--- src/sv/tktcs_pkg.sv ---
// Shared types and constants of the tick timekeeper with compare scheduler.
// No dependencies; imported by the divider, the top level and the testbench.
package tktcs_pkg;

   localparam int CounterW   = 64;
   localparam int DiffW      = 32;
   localparam int TickW      = 31;
   localparam int MsW        = 10;
   localparam int UptimeW    = 32;
   localparam int SecondsW   = 32;
   localparam int ProductW   = TickW + MsW;
   localparam int DividendW  = DiffW;
   localparam int CsrIndexW  = 2;

   localparam int DigitW     = 10;
   localparam int SecDigits  = 5;
   localparam int SecWorkW   = DigitW * SecDigits;
   localparam int SecStepW   = 2 * DigitW;
   localparam int SecRecipW  = 21;
   localparam int SecShift   = 30;
   localparam int SecCountW  = 3;

   localparam logic [TickW-1:0] TicksReset  = TickW'(72000);
   localparam logic [MsW-1:0]   MsReset     = MsW'(1);
   localparam logic [TickW-1:0] GuardReset  = TickW'(7200);
   localparam logic [MsW-1:0]   MsPerSecond = MsW'(1000);
   localparam logic [SecStepW-1:0]  MsPerSecondWide = SecStepW'(1000);
   localparam logic [SecRecipW-1:0] SecRecip        = SecRecipW'(1073742);

   typedef enum logic [CsrIndexW-1:0] {
      CSR_TICKS_PER_PERIOD = 2'd0,
      CSR_MS_PER_PERIOD    = 2'd1,
      CSR_GUARD_TICKS      = 2'd2
   } csr_index_type;

   typedef enum logic [2:0] {
      ST_IDLE,
      ST_PREP,
      ST_DIV_PERIOD,
      ST_MUL,
      ST_ADD,
      ST_DIV_SECOND,
      ST_NEXT_BASE,
      ST_NEXT_FINAL
   } state_type;

endpackage

--- src/sv/tick_timekeeper_compare_scheduler_top.sv ---
// Top level of the tick timekeeper: sequencer, time-keeping state and output register.
// Depends on tktcs_pkg and the divider tktcs_div.
//
//   Channel  Direction  Handshake             Payload
//   req      in         req_valid/req_ready   req_counter_value
//   rsp      out        rsp_valid/rsp_ready   next_compare, uptime_ms, fraction_ms, unix_seconds
//   csr      in         csr_write_enable      csr_index, csr_write_data
//
// A beat with a negative difference or a zero period skips both divisions and goes from ST_PREP
// straight to ST_NEXT_BASE and ST_NEXT_FINAL. Otherwise the divider counts whole periods, then
// ST_MUL and ST_ADD update the time and ST_DIV_SECOND carries the milliseconds into seconds.
// A new beat is accepted only in ST_IDLE; ST_NEXT_FINAL waits while the output register is held.
// Reset is synchronous and clears the accounted count and all time state to zero.
// A result waits in the output register while the next beat is accepted.
module tick_timekeeper_compare_scheduler_top import tktcs_pkg::*; (
   input  logic                 clock,
   input  logic                 reset,
   input  logic                 req_valid,
   output logic                 req_ready,
   input  logic [CounterW-1:0]  req_counter_value,
   output logic                 rsp_valid,
   input  logic                 rsp_ready,
   output logic [CounterW-1:0]  rsp_next_compare,
   output logic [UptimeW-1:0]   rsp_uptime_ms,
   output logic [MsW-1:0]       rsp_fraction_ms,
   output logic [SecondsW-1:0]  rsp_unix_seconds,
   input  logic                 csr_write_enable,
   input  logic [CsrIndexW-1:0] csr_index,
   input  logic [TickW-1:0]     csr_write_data
);

   state_type state_ff, state_in;

   logic [TickW-1:0]    ticks_ff;
   logic [MsW-1:0]      ms_ff;
   logic [TickW-1:0]    guard_ff;

   logic [CounterW-1:0] acc_ff, acc_in;
   logic [UptimeW-1:0]  uptime_ff, uptime_in;
   logic [MsW-1:0]      frac_ff, frac_in;
   logic [SecondsW-1:0] seconds_ff, seconds_in;

   logic [CounterW-1:0] sample_ff, sample_in;
   logic [DiffW-1:0]    dif_ff, dif_in;
   logic [DiffW-1:0]    rem_ff, rem_in;
   logic [TickW-1:0]    periods_ff, periods_in;
   logic [ProductW-1:0] prod_ff, prod_in;
   logic [DiffW-1:0]    moved_ff, moved_in;
   logic [CounterW-1:0] base_ff, base_in;
   logic                skip_ff, skip_in;

   logic [SecWorkW-1:0]  sec_work_ff, sec_work_in;
   logic [MsW-1:0]       sec_rem_ff, sec_rem_in;
   logic [SecondsW-1:0]  sec_quo_ff, sec_quo_in;
   logic [SecCountW-1:0] sec_count_ff, sec_count_in;
   logic [SecStepW-1:0]  sec_num;
   logic [SecStepW+SecRecipW-1:0] sec_prod;
   logic [DigitW-1:0]    sec_digit;
   logic [SecStepW-1:0]  sec_back;
   logic [MsW-1:0]       sec_rem_next;
   logic [SecondsW-1:0]  sec_quo_next;
   logic                 sec_last;

   logic                rsp_valid_ff, rsp_valid_in;
   logic [CounterW-1:0] out_next_ff;
   logic [UptimeW-1:0]  out_uptime_ff;
   logic [MsW-1:0]      out_frac_ff;
   logic [SecondsW-1:0] out_seconds_ff;

   logic                 div_start;
   logic                 load_out;
   logic                 div_done;
   logic [DividendW-1:0] div_dividend;
   logic [TickW-1:0]     div_divisor;
   logic [DividendW-1:0] div_quotient;
   logic [TickW-1:0]     div_remainder;

   logic [MsW-1:0]       ms_eff;
   logic                 counts_periods;
   logic signed [DiffW:0] rem_wide;
   logic signed [DiffW:0] threshold;
   logic [DiffW-1:0]     step;

   assign ms_eff         = (ms_ff > MsPerSecond) ? MsPerSecond : ms_ff;
   assign counts_periods = !dif_ff[DiffW-1] && (ticks_ff != '0);
   assign rem_wide       = $signed({rem_ff[DiffW-1], rem_ff});
   assign threshold      = $signed({2'b00, ticks_ff}) - $signed({2'b00, guard_ff});
   assign step           = skip_ff ? {ticks_ff, 1'b0} : {1'b0, ticks_ff};

   // One base-1024 digit of the division by 1000 per cycle, by reciprocal multiplication.
   assign sec_num      = {sec_rem_ff, sec_work_ff[SecWorkW-1 -: DigitW]};
   assign sec_prod     = {{SecRecipW{1'b0}}, sec_num} * {{SecStepW{1'b0}}, SecRecip};
   assign sec_digit    = sec_prod[SecShift +: DigitW];
   assign sec_back     = sec_num - {{DigitW{1'b0}}, sec_digit} * MsPerSecondWide;
   assign sec_rem_next = sec_back[MsW-1:0];
   assign sec_quo_next = {sec_quo_ff[SecondsW-DigitW-1:0], sec_digit};
   assign sec_last     = (sec_count_ff == SecCountW'(SecDigits - 1));

   always_comb begin
      state_in = state_ff;
      unique case (state_ff)
         ST_IDLE: begin
            if (req_valid) state_in = ST_PREP;
         end
         ST_PREP: begin
            state_in = counts_periods ? ST_DIV_PERIOD : ST_NEXT_BASE;
         end
         ST_DIV_PERIOD: begin
            if (div_done) state_in = ST_MUL;
         end
         ST_MUL: begin
            state_in = ST_ADD;
         end
         ST_ADD: begin
            state_in = ST_DIV_SECOND;
         end
         ST_DIV_SECOND: begin
            if (sec_last) state_in = ST_NEXT_BASE;
         end
         ST_NEXT_BASE: begin
            state_in = ST_NEXT_FINAL;
         end
         ST_NEXT_FINAL: begin
            if (!rsp_valid_ff || rsp_ready) state_in = ST_IDLE;
         end
         default: state_in = ST_IDLE;
      endcase
   end

   always_comb begin
      req_ready = 1'b0;
      div_start = 1'b0;
      load_out  = 1'b0;
      unique case (state_ff)
         ST_IDLE: req_ready = 1'b1;
         ST_PREP: div_start = counts_periods;
         ST_NEXT_FINAL: load_out = !rsp_valid_ff || rsp_ready;
         default: ;
      endcase
   end

   assign div_dividend = dif_ff;
   assign div_divisor  = ticks_ff;

   tktcs_div #(
      .DividendWidth(DividendW),
      .DivisorWidth (TickW)
   ) u_div (
      .clock    (clock),
      .reset    (reset),
      .start    (div_start),
      .dividend (div_dividend),
      .divisor  (div_divisor),
      .done     (div_done),
      .quotient (div_quotient),
      .remainder(div_remainder)
   );

   always_comb begin
      sample_in    = sample_ff;
      dif_in       = dif_ff;
      rem_in       = rem_ff;
      periods_in   = periods_ff;
      prod_in      = prod_ff;
      moved_in     = moved_ff;
      base_in      = base_ff;
      skip_in      = skip_ff;
      acc_in       = acc_ff;
      uptime_in    = uptime_ff;
      frac_in      = frac_ff;
      seconds_in   = seconds_ff;
      sec_work_in  = sec_work_ff;
      sec_rem_in   = sec_rem_ff;
      sec_quo_in   = sec_quo_ff;
      sec_count_in = sec_count_ff;
      case (state_ff)
         ST_IDLE: begin
            sample_in = req_counter_value;
            dif_in    = req_counter_value[DiffW-1:0] - acc_ff[DiffW-1:0];
         end
         ST_PREP: begin
            rem_in = dif_ff;
         end
         ST_DIV_PERIOD: begin
            periods_in = div_quotient[TickW-1:0];
            rem_in     = {1'b0, div_remainder};
         end
         ST_MUL: begin
            prod_in  = {{MsW{1'b0}}, periods_ff} * {{TickW{1'b0}}, ms_eff};
            moved_in = dif_ff - rem_ff;
         end
         ST_ADD: begin
            acc_in       = acc_ff + {{(CounterW-DiffW){1'b0}}, moved_ff};
            uptime_in    = uptime_ff + prod_ff[UptimeW-1:0];
            sec_work_in  = {{(SecWorkW-ProductW){1'b0}}, prod_ff}
                           + {{(SecWorkW-MsW){1'b0}}, frac_ff};
            sec_rem_in   = '0;
            sec_quo_in   = '0;
            sec_count_in = '0;
         end
         ST_DIV_SECOND: begin
            sec_work_in  = {sec_work_ff[SecWorkW-DigitW-1:0], {DigitW{1'b0}}};
            sec_rem_in   = sec_rem_next;
            sec_quo_in   = sec_quo_next;
            sec_count_in = sec_count_ff + SecCountW'(1);
            if (sec_last) begin
               seconds_in = seconds_ff + sec_quo_next;
               frac_in    = sec_rem_next;
            end
         end
         ST_NEXT_BASE: begin
            base_in = sample_ff - {{(CounterW-DiffW){rem_ff[DiffW-1]}}, rem_ff};
            skip_in = (rem_wide >= threshold);
         end
         default: ;
      endcase
   end

   assign rsp_valid_in = load_out ? 1'b1 : (rsp_ready ? 1'b0 : rsp_valid_ff);

   always_ff @(posedge clock) begin
      if (reset) begin
         state_ff     <= ST_IDLE;
         rsp_valid_ff <= 1'b0;
         ticks_ff     <= TicksReset;
         ms_ff        <= MsReset;
         guard_ff     <= GuardReset;
         acc_ff       <= '0;
         uptime_ff    <= '0;
         frac_ff      <= '0;
         seconds_ff   <= '0;
      end else begin
         state_ff     <= state_in;
         rsp_valid_ff <= rsp_valid_in;
         acc_ff       <= acc_in;
         uptime_ff    <= uptime_in;
         frac_ff      <= frac_in;
         seconds_ff   <= seconds_in;
         if (csr_write_enable) begin
            unique case (csr_index)
               CSR_TICKS_PER_PERIOD: ticks_ff <= csr_write_data;
               CSR_MS_PER_PERIOD:    ms_ff    <= csr_write_data[MsW-1:0];
               CSR_GUARD_TICKS:      guard_ff <= csr_write_data;
               default: ;
            endcase
         end
      end
   end

   always_ff @(posedge clock) begin
      sample_ff    <= sample_in;
      dif_ff       <= dif_in;
      rem_ff       <= rem_in;
      periods_ff   <= periods_in;
      prod_ff      <= prod_in;
      moved_ff     <= moved_in;
      base_ff      <= base_in;
      skip_ff      <= skip_in;
      sec_work_ff  <= sec_work_in;
      sec_rem_ff   <= sec_rem_in;
      sec_quo_ff   <= sec_quo_in;
      sec_count_ff <= sec_count_in;
      if (load_out) begin
         out_next_ff    <= base_ff + {{(CounterW-DiffW){1'b0}}, step};
         out_uptime_ff  <= uptime_ff;
         out_frac_ff    <= frac_ff;
         out_seconds_ff <= seconds_ff;
      end
   end

   assign rsp_valid        = rsp_valid_ff;
   assign rsp_next_compare = out_next_ff;
   assign rsp_uptime_ms    = out_uptime_ff;
   assign rsp_fraction_ms  = out_frac_ff;
   assign rsp_unix_seconds = out_seconds_ff;

endmodule

--- src/sv/tktcs_div.sv ---
// Restoring divider, one quotient bit per cycle, registered results.
// Depends on tktcs_pkg for its default widths.
module tktcs_div import tktcs_pkg::*; #(
   parameter int DividendWidth = DividendW,
   parameter int DivisorWidth  = TickW
) (
   input  logic                     clock,
   input  logic                     reset,
   input  logic                     start,
   input  logic [DividendWidth-1:0] dividend,
   input  logic [DivisorWidth-1:0]  divisor,
   output logic                     done,
   output logic [DividendWidth-1:0] quotient,
   output logic [DivisorWidth-1:0]  remainder
);

   localparam int CountW = $clog2(DividendWidth);

   logic                     busy_ff, busy_in;
   logic                     done_ff, done_in;
   logic [CountW-1:0]        count_ff, count_in;
   logic [DividendWidth-1:0] quo_ff, quo_in;
   logic [DivisorWidth-1:0]  rem_ff, rem_in;
   logic [DivisorWidth-1:0]  divisor_ff, divisor_in;
   logic [DivisorWidth:0]    trial;
   logic [DivisorWidth+1:0]  diff;
   logic                     last;

   assign trial = {rem_ff, quo_ff[DividendWidth-1]};
   assign diff  = {1'b0, trial} - {2'b00, divisor_ff};
   assign last  = (count_ff == CountW'(DividendWidth - 1));

   always_comb begin
      busy_in    = busy_ff;
      done_in    = 1'b0;
      count_in   = count_ff;
      quo_in     = quo_ff;
      rem_in     = rem_ff;
      divisor_in = divisor_ff;
      if (start) begin
         busy_in    = 1'b1;
         count_in   = '0;
         quo_in     = dividend;
         rem_in     = '0;
         divisor_in = divisor;
      end else if (busy_ff) begin
         if (diff[DivisorWidth+1]) begin
            rem_in = trial[DivisorWidth-1:0];
            quo_in = {quo_ff[DividendWidth-2:0], 1'b0};
         end else begin
            rem_in = diff[DivisorWidth-1:0];
            quo_in = {quo_ff[DividendWidth-2:0], 1'b1};
         end
         count_in = count_ff + CountW'(1);
         if (last) begin
            busy_in = 1'b0;
            done_in = 1'b1;
         end
      end
   end

   always_ff @(posedge clock) begin
      if (reset) begin
         busy_ff  <= 1'b0;
         done_ff  <= 1'b0;
         count_ff <= '0;
      end else begin
         busy_ff  <= busy_in;
         done_ff  <= done_in;
         count_ff <= count_in;
      end
      quo_ff     <= quo_in;
      rem_ff     <= rem_in;
      divisor_ff <= divisor_in;
   end

   assign done      = done_ff;
   assign quotient  = quo_ff;
   assign remainder = rem_ff;

endmodule

--- config.mk ---
export PLATFORM = sky130hd
export DESIGN_NAME = tick_timekeeper_compare_scheduler_top
export DESIGN_NICKNAME = d
export VERILOG_FILES = /design/src/sv/tktcs_pkg.sv /design/src/sv/tick_timekeeper_compare_scheduler_top.sv /design/src/sv/tktcs_div.sv
export SDC_FILE = /design/constraint.sdc
export NUM_CORES = 2
export LEC_CHECK = 0
export ABC_AREA = 1
export BUFFER_PORTS_ARGS = -buffer_cell sky130_fd_sc_hd__buf_4
export CORE_AREA = 5 5 316 318
export CTS_BUF_LIST = sky130_fd_sc_hd__clkbuf_8
export DETAILED_ROUTE_END_ITERATION = 7
export DIE_AREA = 0 0 321 323
export GPL_TIMING_DRIVEN = 0
export PLACE_DENSITY = 0.79
export SLEW_MARGIN = 10
export SYNTH_ARGS = -nofsm -noshare
export SYNTH_HDL_FRONTEND = slang
export SYNTH_SLANG_ARGS = --single-unit
--- constraint.sdc ---
create_clock -name clock -period 10.8 [get_ports clock]
set_clock_uncertainty 0.2 [all_clocks]
set_input_delay 1.62 -clock clock [delete_from_list [all_inputs] [get_ports clock]]
set_output_delay 1.62 -clock clock [all_outputs]
set_load 0.01 [all_outputs]
Word level (Yosys, flattened, before mapping)
Index checks and enable logic that the tools add are counted.

Register bits: 835. Word-level logic and storage cells: 109. Output and inout port bits: 140. Bits of input ports: 102.

Order comparisons: 2. $mul: 3. Add/sub/neg operators: 13. Reduce and logical (&&, ||, !) cells: 18. Bitwise logic cells: 1. Equality and inequality tests: 15. Mux-type cells: 26.

Operator list (number): $add A64 B32 Y64 (2); $pmux W50 S2 (1); $mux W32 (3); $add A32 B32 Y32 (2); $pmux W32 S2 (1); $sub A32 B32 Y32 (2); $sub A64 B64 Y64 (1); $pmux W22 S2 (1); $add A41 B10 Y42 (1); $mul A31 B10 Y41 (1); $mul A20 B20 Y39 const B (1); $sub A32 B31 Y33 (1); $ge A32 B32 Y1 (1); $sub A31 B31 Y32 (1); $mux W31 (1); $reduce_bool A31 Y1 (1); $pmux W3 S8 (1); $pmux W10 S2 (1); $eq A3 B3 Y1 const B (5); $mux W3 (5); $gt A10 B10 Y1 const B (1); $mul A10 B7 Y7 const B (1); $mux W1 (10); $mux W10 (1); 22 further kinds (32).

Depth between registers and ports, before layout
Word-level depth: 4. Depth in mapped cells: 42. Mapped depth without buffers: 42.

By module
From an unflattened synthesis, not the netlist that was laid out.

Cells, all modules: 8252. Area, all modules: 66384.9 um^2.

Modules (own cells, without submodules): tick_timekeeper_compare_scheduler_top (area each 59697.3 um^2, cells each 7282, instances 1, sequential area each 19258.5 um^2); tktcs_div (area each 6687.7 um^2, cells each 970, instances 1, sequential area each 2652.5 um^2).

Worst setup path after synthesis
Ideal clock, no wire load.

Path kind: register -> register. Start point: reg sec_work_ff[42]. End point: reg sec_rem_ff[9] (data pin). Data arrival time: 7.881 ns. Clock period less this slack: 8.340 ns. Data required time: 10.341 ns. Buffers on the path: 0. Library setup time: 0.259 ns. Stages on the path, launching flop included: 37. Slack: 2.460 ns. Cell sequence: edfxtp_1 ha_1 ha_1 inv_1 fa_1 fa_1 inv_1 fa_1 inv_1 fa_1 fa_1 inv_1 ha_1 nand2_1 o21bai_1 inv_1 a21oi_1 nand3_1 o311ai_0 xor2_1 ha_1 ha_1 inv_1 fa_1 fa_1 inv_1 ha_1 xnor2_1 ha_1 nand2_1 nor2_1 a211oi_1 nand2_1 xor2_1 inv_1 nand3_1 a21oi_1.

Longest elaborated chain between the ends: 4.

RTL lines: start, declared (line tick_timekeeper_compare_scheduler_top.sv:52) `logic [SecWorkW-1:0] sec_work_ff, sec_work_in;`; start signal, assigned (line tick_timekeeper_compare_scheduler_top.sv:259) `sec_work_ff <= sec_work_in;`; $mul A20 B20 Y39 (line tick_timekeeper_compare_scheduler_top.sv:92) `assign sec_prod = {{SecRecipW{1'b0}}, sec_num} * {{SecStepW{1'b0}}, SecRecip};`; named net sec_prod[30] (line tick_timekeeper_compare_scheduler_top.sv:57) `logic [SecStepW+SecRecipW-1:0] sec_prod;`; $mul A10 B7 Y7 (line tick_timekeeper_compare_scheduler_top.sv:94) `assign sec_back = sec_num - {{DigitW{1'b0}}, sec_digit} * MsPerSecondWide;`; $sub A10 B10 Y10 (line tick_timekeeper_compare_scheduler_top.sv:94); $pmux W10 S2 (line tick_timekeeper_compare_scheduler_top.sv:176) `case (state_ff)`; end signal, assigned (line tick_timekeeper_compare_scheduler_top.sv:260) `sec_rem_ff <= sec_rem_in;`; end, declared (line tick_timekeeper_compare_scheduler_top.sv:53) `logic [MsW-1:0] sec_rem_ff, sec_rem_in;`.

The timed path passes the listed nets, and every way through them passes these cells. A chain may end at the register's enable or synchronous reset.

Worst setup path in the final report
Start point: reg sec_work_ff[41]. End point: reg frac_ff[9].

Longest elaborated chain between the ends: 3.

RTL lines: $mul A20 B20 Y39 (line tick_timekeeper_compare_scheduler_top.sv:92); named net sec_prod[30] (line tick_timekeeper_compare_scheduler_top.sv:57); $mul A10 B7 Y7 (line tick_timekeeper_compare_scheduler_top.sv:94); $sub A10 B10 Y10 (line tick_timekeeper_compare_scheduler_top.sv:94); end signal, assigned (line tick_timekeeper_compare_scheduler_top.sv:237) `frac_ff <= frac_in;`; end, declared (line tick_timekeeper_compare_scheduler_top.sv:40) `logic [MsW-1:0] frac_ff, frac_in;`.

The timed path passes the listed nets, and every way through them passes these cells.

==> summary.txt <==
Outcome
  • Outcome: completed

Die
  • Core Region: 0.09628 mm²
  • # rows: 114
  • Chip Width: 321 µm
  • Die Ht: 323 µm
  • Die Footprint: 0.1037 mm²
  • I/O pins: roughly 240
  • Initial Util: 0.6484

Worst setup path
  • Crit path largest cell delay: 0.76 ns
  • Register-to-Register Path Depth: 38
  • Cell mode on critical path: inv_1
  • CP required: 11.35 ns
  • Crit-path slowest cell: xor2_1
  • Cell family with most CP delay: adder cells
  • Buf/Inv on CP: 8
  • Critical path peak fanout: 7
  • Worst Setup End Kind: register
  • CP startpoint kind: register
  • Crit Path Category: register to register
  • Critical Path AT: 10.49 ns
  • Critical Path Stages: 38

Place
  • Dpl hpwl: between 150000 and 200000 µm
  • Gp weighted congestion: 1.072
  • I/O Buffers: 241
  • Placed inst area: approximately 0.066 mm²

Layout
  • Fraction of final layout cells with drive strength greater than 1: 0.07942
  • Area of the multi-input gates: 0.03518 mm²
  • Reg area: 0.02191 mm²
  • Design Area, Final: 0.06897 mm²
  • Final-stage net count: 8689
  • FILL cells: 7426
  • Area growth from synthesis to layout: 10.49%

Worst hold path
  • Tightest Hold Check Type: register to register
  • Hold depth: 0

Synthesis
  • Synth async-reset ratio: 0
  • Seq/Total Area, Yosys: 0.3510
  • Syn Std Cell Area: 0.06242 mm²
  • Ys flop type: edfxtp_1
  • Post-synth top area share: 0.2805
  • Mapped Cells: 7236
  • Area contributors post-synth: edfxtp_1 28%, ha_1 12%, fa_1 10%
  • Yosys cell types: 71
  • Number of synthesized flops with an enable pin: roughly 600
  • Syn_area_per_cell: 8.627 µm²
  • Synthesized flop and latch total: 803
  • Cell taking the most area after synthesis: edfxtp_1
  • Yosys warns: 0
  • Syn_nets: 8286

Flow run
  • Max_cap viols: 0

Drt
  • Drt initial violations: between 5k and 6k
  • Drt pass-1 iters: 6
  • Post-DRT Antenna Nets: 0
  • Routed wire per std cell: 21.60 µm
  • Total wire length: 195200 µm
  • Residual DRC count: 0
  • Vias per inst: 5.879
  • Vias: 53.14k

STA
  • Hold Vio Cnt, Final: 0
  • Fin. max-slew vios: 0
  • RSZ-0062 raised after global routing: no
  • Tmin final: 9.941 ns
  • Final-report setup violation count: 0
  • Tcrit/Tclk final: 0.9205
  • Worst Tran Pin Value: 1.380 ns
  • Max_slew headroom: 0.07969
  • WHS: 0.2471 ns
  • Max Clock Freq: 0.1006 GHz

Global routing
  • Pin count of the biggest net entering global routing: 53
  • Vias in the first global route: between 50k and 60k
  • First-pass GRT wire length: roughly 300000 µm
  • Initial antenna violation count: 10
  • Total gr overflow: 0
  • GR Util All Layers: 0.3708

CTS
  • CTS buffer count: 140
  • Post-CTS Setup Repair Bufs: 0
  • PostCTS Resize Cnt: 0
  • CTS max path bufs: 3
  • Hold_buf cts: 0
  • Clk sink count: about 800
  • CTS tree: built
  • Root Buffer: clkbuf_8
  • CTS H-tree lvls: 4
  • Clock slew at reported path FFs: 0.06 ns
  • Clk Latency, worst-skew pair: 0.87 ns
==> kinds of logic after synthesis <==
logic type / synth area share
buffers and inverters: 0.08613
AND/OR/NAND/NOR: 0.1488
adder cells (fa/ha/maj): 0.2293
flip-flops: 0.3510
AO/OA/AOI/OAI: 0.1313
XOR/XNOR: 0.05344
==> synthesized netlist by cell type, types with 9 or more instances <==
master / instances
a21oi_1: 643
nor3_1: 72
a211oi_1: 11
edfxtp_1: 583
inv_1: 1247
ha_1: 621
fa_1: 327
a21oi_2: 15
nor4_1: 39
dfxtp_1: 220
buf_1: 10
clkbuf_1: 133
nand2_1: 1255
nor2_1: 605
nand2_2: 19
a21boi_1: 12
nand4_1: 50
or2_2: 9
o21a_1: 32
o21ai_1: 30
o21bai_1: 18
a31oi_1: 50
o21ai_0: 413
nand3_1: 151
inv_2: 14
xor2_1: 236
o21ai_2: 20
o221ai_1: 26
o211ai_1: 42
a21o_1: 41
o22ai_1: 19
xnor2_1: 143
==> cell type report <==
type | instances | share of cell area
timing repair buffer | 261 | 0.03109
inverter | 1266 | 0.06890
sequential | 803 | 0.3177
clock inverter | 111 | 0.01010
clock buffer | 148 | 0.02953
multi-input combinational | 5007 | 0.5101
buffer | 160 | 0.009179
antenna | 7 | 0.0002540
tap | 1276 | 0.02315
==> metrics by stage <==
step	cells	setup TNS, ns	worst slack [ns]	util
final	9039	0	0.8591	0.7164
after global routing	9034	0	0.5732	0.7162
after CTS	9032	0	0.9667	0.7162
after detailed placement	8773	0	1.052	0.6878
after global placement	8753	-61.67	-0.4815	0.6837
after floorplan	7236	0	2.460	-
==> flip-flops by register name, indices dropped and copies added (netlist names), 32 cells and up <==
register          count
acc_ff               32
base_ff              64
dif_ff               32
moved_ff             32
prod_ff              41
rem_ff               32
rsp_next_compare     64
rsp_unix_seconds     32
rsp_uptime_ms        32
sample_ff            64
sec_work_ff          50
seconds_ff           32
u_div.quotient       32
uptime_ff            32
==> final timing paths <==
| check | start | to | slack [ns] |
|---|---|---|---|
| max | sec_work_ff[41]$_DFFE_PN_ | frac_ff[9]$_SDFFE_PP0P_ | 0.86 |
| min reg2reg | u_div.quotient[10]$_DFFE_PP_ | periods_ff[10]$_DFFE_PP_ | 0.25 |
| max reg2reg | sec_work_ff[41]$_DFFE_PN_ | frac_ff[9]$_SDFFE_PP0P_ | 0.86 |
| min | u_div.quotient[10]$_DFFE_PP_ | periods_ff[10]$_DFFE_PP_ | 0.25 |
==> metal layers <==
metal,wire [µm],track usage
met1,75100,0.4759
met2,87560,0.5903
met3,18220,0.06601
met4,14330,0.2279
met5,11,0
==> placed cells by master (no fill, tap or decap), types with 236 or more instances in the layout <==
cell type     n
a21oi_1     643
buf_4       247
edfxtp_1    583
fa_1        327
ha_1        621
inv_1      1297
nand2_1    1253
nor2_1      602
o21ai_0     413
xor2_1      236
Power is left out: the tool's default activity adds up to more than one toggle a clock period on the data nets, which glitch-free logic cannot reach.
